--- src/design/ttbs_pkg.sv ---
// ttbs_pkg: shared types and fixed constants for the tuple table binary search
// no dependencies; imported by ttbs_cmp and tuple_table_binary_search
`default_nettype none

package ttbs_pkg;

   // fixed field widths of the request and response transactions
   localparam int POS_W     = 8;
   localparam int LEN_W     = 3;
   localparam int CMP_LEN_W = 4;
   localparam int IN_ELEMS  = 4;
   localparam int NUM_POS   = 2 ** POS_W;

   // request kinds
   localparam logic REQ_STORE  = 1'b0;
   localparam logic REQ_SEARCH = 1'b1;

   // outcome of comparing a key tuple against one stored entry
   typedef struct packed {
      logic key_below;
      logic key_above;
   } cmp_result_type;

endpackage

`default_nettype wire

--- src/design/ttbs_cmp.sv ---
// ttbs_cmp: lexicographic compare of a key tuple against a stored entry
// over the shorter of the two clamped lengths; depends on ttbs_pkg
`default_nettype none

module ttbs_cmp #(
   parameter int MAX_TUPLE_LEN = 4,
   parameter int ELEM_WIDTH    = 32,
   parameter int CMP_ELEMS     = 4
) (
   input  wire logic [CMP_ELEMS*ELEM_WIDTH-1:0] key_elems,
   input  wire logic [ttbs_pkg::CMP_LEN_W-1:0]  key_len,
   input  wire logic [CMP_ELEMS*ELEM_WIDTH-1:0] entry_elems,
   input  wire logic [ttbs_pkg::LEN_W-1:0]      entry_len,
   output ttbs_pkg::cmp_result_type             result
);
   import ttbs_pkg::*;

   localparam logic [CMP_LEN_W-1:0] MAX_LEN = CMP_LEN_W'(MAX_TUPLE_LEN);

   logic [CMP_LEN_W-1:0] entry_len_ext;
   logic [CMP_LEN_W-1:0] entry_len_clamped;
   logic [CMP_LEN_W-1:0] cmp_len;
   logic [ELEM_WIDTH-1:0] key_elem;
   logic [ELEM_WIDTH-1:0] entry_elem;

   always_comb begin
      entry_len_ext     = CMP_LEN_W'(entry_len);
      entry_len_clamped = (entry_len_ext > MAX_LEN) ? MAX_LEN : entry_len_ext;
      cmp_len           = (key_len < entry_len_clamped) ? key_len : entry_len_clamped;
      result            = '0;
      key_elem          = '0;
      entry_elem        = '0;
      // lowest differing element decides, so walk from the top down
      for (int i = CMP_ELEMS - 1; i >= 0; i--) begin
         key_elem   = key_elems[i*ELEM_WIDTH +: ELEM_WIDTH];
         entry_elem = entry_elems[i*ELEM_WIDTH +: ELEM_WIDTH];
         if (CMP_LEN_W'(i) < cmp_len && key_elem != entry_elem) begin
            result.key_below = (key_elem < entry_elem);
            result.key_above = (key_elem > entry_elem);
         end
      end
   end

endmodule

`default_nettype wire
--- config.mk ---
export PLATFORM = sky130hd
export DESIGN_NAME = ttbs_cmp
export DESIGN_NICKNAME = d
export VERILOG_FILES = /design/src/design/ttbs_pkg.sv /design/src/design/ttbs_cmp.sv
export SDC_FILE = /design/constraint.sdc
export NUM_CORES = 1
export LEC_CHECK = 0
export ABC_AREA = 1
export BUFFER_PORTS_ARGS = -buffer_cell sky130_fd_sc_hd__buf_2
export CORE_AREA = 2 2 103 105
export DETAILED_ROUTE_END_ITERATION = 8
export DIE_AREA = 0 0 105 107
export PLACE_DENSITY = 0.73
export SLEW_MARGIN = 20
export SYNTH_ARGS = -nofsm -noshare
export SYNTH_HDL_FRONTEND = slang
export SYNTH_SLANG_ARGS = --single-unit
--- constraint.sdc ---
create_clock -name vclk -period 4.8
set_input_delay 0.96 -clock vclk [all_inputs]
set_output_delay 0.96 -clock vclk [all_outputs]
set_load 0.01 [all_outputs]
==> flow_summary.ini, run 1 <==
[setup_path]
worstSetupPathType = primary input to output port
cp-end-kind = output port
crit_chain = buf_2 -> inv_2 -> a21oi_1 -> nor2_1 -> inv_1 -> ha_1 -> nand2_1 -> nand2_1 -> nand2_2 -> nand2_2 -> nand2_1 -> nand2_1 -> inv_1 -> nand2_1 -> and2_4 -> o211ai_2 -> nand2_1 -> nand2_1 -> nand2_1 -> buf_2
crit_arrival_ps = 2740
worstPathMaxFanout = 4
worst-endpoint-required_ps = 3840
critPathSlowestCell = ha_1
critPathMaxStageDelay_ps = 270
crit_top_cell = nand2_1
startpoint_type = primary input

[detailed_routing]
viasPerCell = 4.44
ant_nets = 0
drt_wl_total_um = 10000
drt_iter0_drc = 96
wl_per_cell_um = 10.1
drc = 0
dr.pass1.iters = 4
vias = 4385

[cts]
ctsHoldBuffers = 0
cts_resized = 0
postCtsSetupBuffers = 0

[global_routing]
grt_first_pass_wirelength_um = 16600
grt_antenna_before_repair = 0
grt_overflow = 0
grt_max_degree = 5
grt_pass1_vias = 4145
grt_util_all_layers_pct = 17.0

[sta]
setup_ws_ps = 1100
fin_crit_sh_pct = 77.1
worst_pin_slew_ps = 369
setup_violations = 0
hold_viol_final = 0
slew_violations = 0
finalSetupTns_ps = 0
fmax_mhz = 270
slew_headroom_pct = 75.2
post-route-min-period_ps = 3700
rsz0062_at_grt = false

[cells_and_area]
diodes = 0
final_layout_size_suffix_gt1_share_pct = 33.5
ff_latch_area_um2 = 0
seq_cells = 0
area_delta_synth_final_pct = 41.0
stdcell_count = 988
n_clock_buffer = 0
fin_area_um2 = 5140
nNetsFinal = 1247
fill_cells = 1088

[yosys]
synth_nets = 980
ys_types = 28
synth_area_um2 = 3650
yosysWarningCount = 0
postSynthCellCount = 587
ys_seq_area_share_pct = 0
synth.avg_cell_area_um2 = 6.21

[floorplanning]
rows = 37
pin_count = 265
die_width_um = 105
die_height_um = 107
core_area_um2 = 10100
initial_utilization_pct = 36.1
dieArea_um2 = 11200

[job]
drv_cap = 0

[power]
vdd_drop_max_mv = 0.0350
leakagePower_nw = 3.49
pwr_density_cell_nw_per_um2 = 75.9
totalPowerFinal_mw = 0.390

[placement]
dp_hpwl_um = 9720
dp_cells = 988
post-place-ws_ps = 1080
place_congestion = 0.803
place.port_buffers = 265
placed_area_um2 = 5140

[outcome]
status = finished clean

[worst_hold_path]
hp-class = primary input to output port
==> per-stage QoR <==
| stage | utilization, % | hold WS [ps] |
|---|---|---|
| after detailed placement | 51.0 | 2520 |
| after floorplan | - | 2280 |
| final | 51.0 | 2510 |
| after global routing | 51.0 | 2600 |
| after CTS | 51.0 | 2520 |
| after global placement | 51.0 | 2510 |
==> cell type report <==
type | instances | area (um^2) | area share (%)
Timing Repair Buffer | 265 | 1330 | 25.8
Multi-Input combinational cell | 422 | 3030 | 58.9
Tap cell | 136 | 170 | 3.31
Inverter | 165 | 619 | 12.0
==> critical path: cells and delay by family <==
family,cells,cell delay [ps]
adders and majority gates,1,270
and+or+nand+nor,12,940
AOI/OAI and AO/OA,2,120
buffers and inverters,5,450
==> final timing paths <==
| path | startpoint | end | depth (start not counted) |
|---|---|---|---|
| max | entry_len[2] | result[1] | 20 |
| min | key_len[0] | result[1] | 7 |
==> cells in the final DEF (no fill, tap or decap), types with 3 or more instances in the layout <==
cell | synthesis | final
inv_2 | 4 | 4
o21a_1 | 4 | 4
nor3_1 | 4 | 4
o21ai_1 | 5 | 5
buf_2 | 0 | 265
nor2_1 | 26 | 26
nor2_2 | 3 | 3
ha_1 | 130 | 130
nand3_1 | 22 | 22
nand2_2 | 8 | 8
a21oi_1 | 64 | 64
nand2_1 | 110 | 110
o21ai_0 | 15 | 15
nand4_1 | 13 | 13
inv_1 | 161 | 161
==> Yosys cell counts (5+ instances only) <==
master,number,share of area [%]
a21oi_1,64,8.8
ha_1,130,45
inv_1,161,17
nand2_1,110,11
nand2_2,8,1.4
nand3_1,22,3.0
nand4_1,13,2.2
nor2_1,26,2.7
o21ai_0,15,2.1
o21ai_1,5,0.69
==> power breakdown <==
group	total (mW)	leakage, nW	internal, mW	switching (mW)
logic	0.390	3.49	0.197	0.193
registers	0	0	0	0
clock network	0	0	0	0
==> kinds of logic after synthesis <==
logic type | Yosys count | share of synthesized area, %
AO/OA/AOI/OAI | 95 | 14.0
adder cells (fa/ha/maj) | 130 | 44.6
buffers and inverters | 165 | 17.0
AND/OR/NAND/NOR | 197 | 24.4
==> metal layers <==
layer | vias to the layer above | global-route usage, % | wire (um)
met5 | - | 0 | 0
met4 | 0 | 0.762 | 53
met3 | 6 | 1.88 | 710
met2 | 152 | 33.6 | 4970
met1 | 1802 | 20.6 | 4280
li1 | 2425 | - | -
No activity file was read; power rests on OpenSTA's default activity.
==> run 2, diff against run 1 <==
--- a/config.mk
+++ b/config.mk
@@ -10,7 +10,7 @@
 export CORE_AREA = 2 2 103 105
 export DETAILED_ROUTE_END_ITERATION = 8
 export DIE_AREA = 0 0 105 107
-export PLACE_DENSITY = 0.73
+export PLACE_DENSITY = 0.75
 export SLEW_MARGIN = 20
 export SYNTH_ARGS = -nofsm -noshare
 export SYNTH_HDL_FRONTEND = slang
==> constraint.sdc (replaced) <==
create_clock -name vclk -period 3.1
set_input_delay 0.62 -clock vclk [all_inputs]
set_output_delay 0.62 -clock vclk [all_outputs]
set_load 0.01 [all_outputs]
==> run 2 against run 1 <==
Effect of this change: cell count is 0.20% higher; critical path depth is 1 higher; first-iteration DRC count is 1.0% higher; worst setup slack worse by 990 ps; design area is 1.5% higher; die area stayed put; highest routed layer unchanged; utilization is 0.78 points higher; critical path type unchanged; wire length is 2.2% higher; non-clock buffer count is 2 higher; largest cell class unchanged; sequential cell count stayed put; combinational power is 61% higher.
==> flow_summary.ini, run 2 (synthesis gave the netlist of run 1 again) <==
[sta]
setup_ws_ps = 109
rsz0062_at_grt = true
setup_violations = 0
hold_viol_final = 0
post-route-min-period_ps = 2990
fin_crit_sh_pct = 96.5
whs_ps = 1860
worst_pin_slew_ps = 377
fmax_mhz = 334
slew_violations = 0
finalSetupTns_ps = 0
slew_headroom_pct = 74.8

[cells_and_area]
nNetsFinal = 1249
area_delta_synth_final_pct = 43.2
ff_latch_area_um2 = 0
final_cell_mix = 263 x buf_2, 158 x inv_1, 130 x ha_1
final_common_cell = buf_2
stdcell_count = 990
final_layout_size_suffix_gt1_share_pct = 35.6
fill_cells = 1085
utilization_pct = 51.7
fin_area_um2 = 5220
seq_cells = 0
diodes = 0
n_clock_buffer = 0

[global_routing]
grt_max_degree = 5
grt_overflow = 0
grt_antenna_before_repair = 0
grt_first_pass_wirelength_um = 17000
grt_util_all_layers_pct = 17.6
grt_pass1_vias = 4324

[worst_hold_path]
hp-class = primary input to output port

[power]
switching_share_pct = 49.5
pwr_density_cell_nw_per_um2 = 121
intPower_mw = 0.318
p_sw_mw = 0.311
leakagePower_nw = 3.52
vdd_drop_max_mv = 0.0566
seqPwrFrac_pct = 0
clockPowerShare_pct = 0
totalPowerFinal_mw = 0.629
p_comb_share_pct = 100.0

[floorplanning]
initial_utilization_pct = 36.1
core_area_um2 = 10100
die_height_um = 107
dieArea_um2 = 11200
die_width_um = 105
rows = 37
pin_count = 265

[setup_path]
cp-end-kind = output port
critPathLaunch = entry_len[1]
startpoint_type = primary input
setup.worst_path.end = result[1]
crit_arrival_ps = 2370
worstPathMaxFanout = 4
worst-endpoint-required_ps = 2480
worstSetupPathType = primary input to output port

[placement]
placed_area_um2 = 5140
dp_hpwl_um = 9880
dp_cells = 988
place_congestion = 0.843
post-place-ws_ps = 115
place.port_buffers = 265

[cts]
ctsHoldBuffers = 0

[detailed_routing]
vias = 4406
drc = 0
viasPerCell = 4.45
dr.pass1.iters = 4
ant_nets = 0
wl_per_cell_um = 10.3
drt_wl_total_um = 10200
drt_iter0_drc = 97

[job]
drv_cap = 0

[outcome]
status = finished clean
==> run 2: worst min path at each step <==
stage / startpoint / to / cells past startpoint
global placement: key_len[0] / result[1] / 7
floorplan: key_len[0] / result[1] / 5
detailed placement: key_len[0] / result[1] / 7
finish: key_len[0] / result[1] / 7
global route: key_len[0] / result[1] / 7
CTS: key_len[0] / result[1] / 7
==> run 2: repair_timing <==
| action | in CTS | in global routing |
|---|---|---|
| resized for setup | 0 | 21 |
| setup buffers | 0 | 2 |
| setup endpoints to repair | 0 | 2 |
==> run 2: area by class of cell <==
type / instances / area [um^2] / share of cell area (%)
inverter: 165 / 619 / 11.9
multi-input combinational: 422 / 3080 / 59.0
tap: 136 / 170 / 3.26
timing repair buffer: 267 / 1350 / 25.9
==> run 2: layer usage <==
layer  vias to the layer above  routed length, um  share of wire (%)  GRT usage, %
li1                       2430                  -                  -             -
met1                      1801               4160                 41          19.8
met2                       161               5140                 50          35.4
met3                        14                819                8.0          2.55
met4                         0                127                1.2          2.29
met5                         -                  0                  0             0
==> run 2: power by group through the flow <==
stage	Sequential, mW	Clock (mW)	Combinational, mW
after floorplan	0	0	0.354
after global placement	0	0	0.599
after detailed placement	0	0	0.610
after CTS	0	0	0.615
after global routing	0	0	0.741
final	0	0	0.629
==> run 2: worst max-delay path, stage by stage <==
cell     delay [ps]
buf_2           110
inv_2            70
a21oi_2          60
nor2_2          130
inv_1            50
ha_1            260
nand2_1          60
nand2_1          50
nand2_2         110
nand3_1         120
nand2_2         100
nand2_2          50
nand2_2          70
nand2_2          70
nand2_2          60
nand2_1          40
nand2_1          50
nand2_1          60
nand2_2          60
nand2_2          40
buf_6           110
